File: config.mk
export PLATFORM = sky130hd
export DESIGN_NAME = pfc_ctrl
export DESIGN_NICKNAME = d
export VERILOG_FILES = /design/src/rtl/pfc_pkg.sv /design/src/rtl/pfc_ctrl.sv
export SDC_FILE = /design/constraint.sdc
export NUM_CORES = 1
export LEC_CHECK = 0
export BUFFER_PORTS_ARGS = -buffer_cell sky130_fd_sc_hd__buf_2
export CAP_MARGIN = 40
export CORE_AREA = 5 5 42 44
export CTS_CLUSTER_SIZE = 25
export DETAILED_ROUTE_END_ITERATION = 12
export DIE_AREA = 0 0 47 49
export SLEW_MARGIN = 25
export SYNTH_ARGS = -nofsm -noshare
export SYNTH_HDL_FRONTEND = slang
export SYNTH_SLANG_ARGS = --single-unit
File: constraint.sdc
create_clock -name clock -period 1.3 [get_ports clock]
set_input_delay 0.26 -clock clock [delete_from_list [all_inputs] [get_ports clock]]
set_output_delay 0.26 -clock clock [all_outputs]
set_load 0.02 [all_outputs]
File: src/rtl/pfc_pkg.sv
// Package for the PID feedforward controller: widths, codes, state and command types.
// No dependencies.
package pfc_pkg;

   localparam int DataWidth = 32;
   localparam int FracBits  = 16;
   localparam int LimWidth  = 31;
   localparam int WgtWidth  = 17;
   localparam int IdxWidth  = 3;

   localparam logic [DataWidth-1:0] DtDefault = 32'd655;
   localparam logic [WgtWidth-1:0]  WgtOne    = 17'd65536;

   // register indexes
   localparam logic [IdxWidth-1:0] RegGainP   = 3'd0;
   localparam logic [IdxWidth-1:0] RegGainI   = 3'd1;
   localparam logic [IdxWidth-1:0] RegGainD   = 3'd2;
   localparam logic [IdxWidth-1:0] RegGainFf  = 3'd3;
   localparam logic [IdxWidth-1:0] RegIntLim  = 3'd4;
   localparam logic [IdxWidth-1:0] RegOutLim  = 3'd5;
   localparam logic [IdxWidth-1:0] RegWeight  = 3'd6;

   typedef enum logic [3:0] {
      ST_IDLE, ST_CLEAR, ST_INTEG, ST_INTCLAMP, ST_DIFF, ST_DIV, ST_DIVFIN,
      ST_EMA_A, ST_EMA_B, ST_EMA_FIN, ST_TERM_P, ST_TERM_I, ST_TERM_D,
      ST_TERM_FF, ST_OUT, ST_HOLD
   } state_type;

   typedef struct packed {
      logic load;      // capture input item
      logic clear;     // zero state, zero result
      logic integ;     // integral += err*dt
      logic intclamp;  // clamp integral
      logic diff;      // error difference, start divide
      logic div_step;  // one divider iteration
      logic div_fin;   // finish divide
      logic ema_a;     // alpha*raw
      logic ema_b;     // add (1-alpha)*last
      logic ema_fin;   // shift, update state
      logic term_p;
      logic term_i;
      logic term_d;
      logic term_ff;
      logic out_fin;   // clamp output into result register
   } cmd_type;

   typedef struct packed {
      logic div_done;
   } sts_type;

   // saturate a 66-bit signed value to 32 bits
   function automatic logic [DataWidth-1:0] sat66(input logic signed [65:0] v);
      logic [DataWidth-1:0] r;
      if (v > 66'sh0_7FFF_FFFF) r = 32'h7FFF_FFFF;
      else if (v < -66'sh0_8000_0000) r = 32'h8000_0000;
      else r = v[DataWidth-1:0];
      return r;
   endfunction

endpackage

File: src/rtl/pfc_ctrl.sv
// Controller state machine for the PID feedforward controller.
// Depends on pfc_pkg.
module pfc_ctrl (
   input  logic             clock,
   input  logic             reset,
   input  logic             req_tvalid,
   output logic             req_tready,
   input  logic             req_op,
   output logic             rsp_tvalid,
   input  logic             rsp_tready,
   input  pfc_pkg::sts_type sts,
   output pfc_pkg::cmd_type cmd
);

   pfc_pkg::state_type state_ff, state_in;

   always_ff @(posedge clock) begin
      if (reset) begin
         state_ff <= pfc_pkg::ST_IDLE;
      end else begin
         state_ff <= state_in;
      end
   end

   // next state and commands
   always_comb begin
      state_in   = state_ff;
      cmd        = '0;
      req_tready = 1'b0;
      rsp_tvalid = 1'b0;
      unique case (state_ff)
         pfc_pkg::ST_IDLE: begin
            req_tready = 1'b1;
            if (req_tvalid) begin
               cmd.load = 1'b1;
               state_in = req_op ? pfc_pkg::ST_CLEAR : pfc_pkg::ST_INTEG;
            end
         end
         pfc_pkg::ST_CLEAR: begin
            cmd.clear = 1'b1;
            state_in  = pfc_pkg::ST_HOLD;
         end
         pfc_pkg::ST_INTEG: begin
            cmd.integ = 1'b1;
            state_in  = pfc_pkg::ST_INTCLAMP;
         end
         pfc_pkg::ST_INTCLAMP: begin
            cmd.intclamp = 1'b1;
            state_in     = pfc_pkg::ST_DIFF;
         end
         pfc_pkg::ST_DIFF: begin
            cmd.diff = 1'b1;
            state_in = pfc_pkg::ST_DIV;
         end
         pfc_pkg::ST_DIV: begin
            cmd.div_step = 1'b1;
            if (sts.div_done) state_in = pfc_pkg::ST_DIVFIN;
         end
         pfc_pkg::ST_DIVFIN: begin
            cmd.div_fin = 1'b1;
            state_in    = pfc_pkg::ST_EMA_A;
         end
         pfc_pkg::ST_EMA_A: begin
            cmd.ema_a = 1'b1;
            state_in  = pfc_pkg::ST_EMA_B;
         end
         pfc_pkg::ST_EMA_B: begin
            cmd.ema_b = 1'b1;
            state_in  = pfc_pkg::ST_EMA_FIN;
         end
         pfc_pkg::ST_EMA_FIN: begin
            cmd.ema_fin = 1'b1;
            state_in    = pfc_pkg::ST_TERM_P;
         end
         pfc_pkg::ST_TERM_P: begin
            cmd.term_p = 1'b1;
            state_in   = pfc_pkg::ST_TERM_I;
         end
         pfc_pkg::ST_TERM_I: begin
            cmd.term_i = 1'b1;
            state_in   = pfc_pkg::ST_TERM_D;
         end
         pfc_pkg::ST_TERM_D: begin
            cmd.term_d = 1'b1;
            state_in   = pfc_pkg::ST_TERM_FF;
         end
         pfc_pkg::ST_TERM_FF: begin
            cmd.term_ff = 1'b1;
            state_in    = pfc_pkg::ST_OUT;
         end
         pfc_pkg::ST_OUT: begin
            cmd.out_fin = 1'b1;
            state_in    = pfc_pkg::ST_HOLD;
         end
         pfc_pkg::ST_HOLD: begin
            // result register; next item may be taken as it leaves
            rsp_tvalid = 1'b1;
            if (rsp_tready) begin
               req_tready = 1'b1;
               if (req_tvalid) begin
                  cmd.load = 1'b1;
                  state_in = req_op ? pfc_pkg::ST_CLEAR : pfc_pkg::ST_INTEG;
               end else begin
                  state_in = pfc_pkg::ST_IDLE;
               end
            end
         end
         default: state_in = pfc_pkg::ST_IDLE;
      endcase
   end

endmodule

==> reports/metrics.cfg <==
[sta]
setup_tns_ns=-4.88
clock_skew_ns=0.00863
maxSlewViolCount=0
setup_ws_ns=-0.403
hold_viol=0
min_period_ns=1.70
tightest_slew_ns=0.312
min_period_over_period_pct=131
setup_viol=19
rsz0062_at_grt=true
fmax_mhz=587
maxSlewHeadroom_pct=79.0

[placed_design]
preCtsSetupSlack_ns=-0.178
globalplace.congestion=0.745
dp_hpwl_um=1030
port_buffers=22

[pwr]
ir_worst_vdd_mv=1.89
p_per_area_mw_per_mm2=2420
leakage_nw=0.438

[worst_setup_path]
worstSetupPathType=flip-flop to output port
reg2reg_setup_slack_ns=-0.14
required_ns=1.04
cp-start-kind=flip-flop
critPathMaxFanout=2
cp-end-kind=output port
cp.arrival_ns=1.44

[logic_synthesis]
netlist.area_leader.share_pct=20.1
synth_fp_nets=66
synth_xor_area_share_pct=0
synth_fa_ha_area_share_pct=0
synth_seq_cells=4
synthTopCellsByArea=dfxtp_1 (20%), nor2_1 (11%), nor3_1 (7.5%)
synth.distinct_cells=27
syn_avg_cell_area_um2=6.65
synth_top_cell_by_area=dfxtp_1
synthSimpleGateAreaFrac_pct=47.3
synth_common_cells=nor2_1 (12), nor3_1 (6)
synth_cells=60
synth_top_family_by_area=simple AND/OR/NAND/NOR gates
yosysWarnings=0
synth_mux_area_share_pct=2.51
synthFlopType=dfxtp_1
synth_edf_count=0
synth_most_common_cell=nor2_1
seq_area_frac_synth_pct=20.1
synthArstFlopShare_pct=0
synth-compound-area-share_pct=23.2
syn_area_um2=399

[cts]
numCtsBuffers=3
cts_tree=yes
clkSlewWorstSetupHoldPaths_ns=0.04
root_buffer=clkbuf_4
holdBufCountCts=0
cts.sinks=4
htreeDepth=1
clkLatencyLatePin_ns=0.24
cts.path.max_buffers=2

[grt]
grt_pass1_vias=567
grt_usage_pct=14.9
overflow=0
grt_max_degree=13
antenna_found_initial=0
grt_pass1_wl_um=2520

[floorplanning]
initial_utilization_pct=28.5
pin_count=23
rows=14
core_mm2=0.00140
die_w_um=47
dieHeight_um=49
die_area_mm2=0.00230

[layout]
multi_input_area_um2=483
drive_above_1_share_pct=76.0
fin_nets=112
fillers=93
largest_reg_flops=4
n_antenna_cell=0
synthToLayoutAreaGrowth_pct=161
largest-register=state_ff
largestRegisters=state_ff: 4 flops
seq_area_um2=87.6

[hold_path]
worstHoldPathType=input port to flip-flop

[job]
cap_violations=0

[detailed_routing]
viasPerCell=5.43
drt-wirelength-per-cell_um=17.5
drc=0
wirelength_um=2100
ant_nets=0
vias=652
drt_pass1_iterations=4
drtIter0Drc=18

[status]
violations=negative setup slack
status=finished with violations

==> placed cells by master (no fill, tap or decap) <==
cell type and count:
dfxtp_2 3, o41ai_2 1, buf_8 2, nand3b_1 1, o21ai_4 1, a31oi_1 1
nand2b_4 3, o41a_1 1, mux2i_1 1, a21boi_0 1, or4_4 1, buf_4 16
nor3_2 2, or2b_4 1, inv_1 2, buf_6 22, buf_2 5, clkbuf_4 3
nand4_1 1, nand2_4 2, nor2b_1 1, nand2_1 2, or4_1 1, o21a_1 1
or3_4 1, nor2_1 4, nor2_4 7, a21oi_1 3, o31ai_1 1, a21oi_4 1
and2_4 1, nand3_1 1, a211oi_1 2, nor3_4 5, dfxtp_4 1, nor2_2 1
nand2b_1 1
==> worst paths after layout <==
kind,start,to,cells past startpoint
worst max-delay path,state_ff[3],cmd[14],4
worst min-delay path,reset,state_ff[3],2
worst max register to register,state_ff[3],state_ff[0],4
worst min register to register,state_ff[1],state_ff[3],2
==> critical path, cell delays in order, from the launching register on <==
cell and delay [ns]:
dfxtp_2 0.31, or4_4 0.55, o21ai_4 0.08, and2_4 0.15, buf_6 0.11
==> layer usage <==
layer	vias to the layer above	wire, um	global-route usage, %
li1	307	-	-
met1	330	840	17.3
met2	13	1180	24.7
met3	2	54	2.21
met4	0	23	8.29
met5	-	0	0
==> where the power goes <==
part | switching [mW] | internal (mW) | total [mW] | leakage [nW]
clock network | 0.0545 | 0.104 | 0.158 | 0.0138
logic | 1.07 | 1.03 | 2.10 | 0.390
registers | 0.0664 | 0.198 | 0.264 | 0.0347
total | 1.19 | 1.33 | 2.52 | 0.438
==> layout make-up <==
class,count,share of cell area [%]
inverter,2,0.719
sequential,4,8.39
multi-input combinational,50,46.3
clock buffer,3,2.16
tap,16,1.92
timing repair buffer,45,40.5
==> logic make-up (layout without fill, tap and decap cells) <==
family	count (synthesis)	after routing
and+or+nand+nor	36	36
AOI/OAI and AO/OA	13	13
buffers and inverters	6	50
DFF	4	4
muxes	1	1
==> repair_timing <==
item                       in CTS  in global routing
buffers inserted                6                  7
pin swaps                       4                 12
hold endpoints to repair        0                  0
gates resized for setup        36                 46
setup endpoints to repair      19                 19
==> stage by stage <==
stage	utilization (%)	instances	cell area, um2	hold WS, ns	power (mW)
global placement	43.7	104	612	0.472	1.36
global route	74.5	120	1040	0.236	2.65
CTS	57.2	113	802	0.220	1.95
floorplan	-	60	427	0.325	0.981
detailed placement	43.7	104	612	0.472	1.37
finish	74.5	120	1040	0.234	2.52
(Power assumes the default switching activity.)
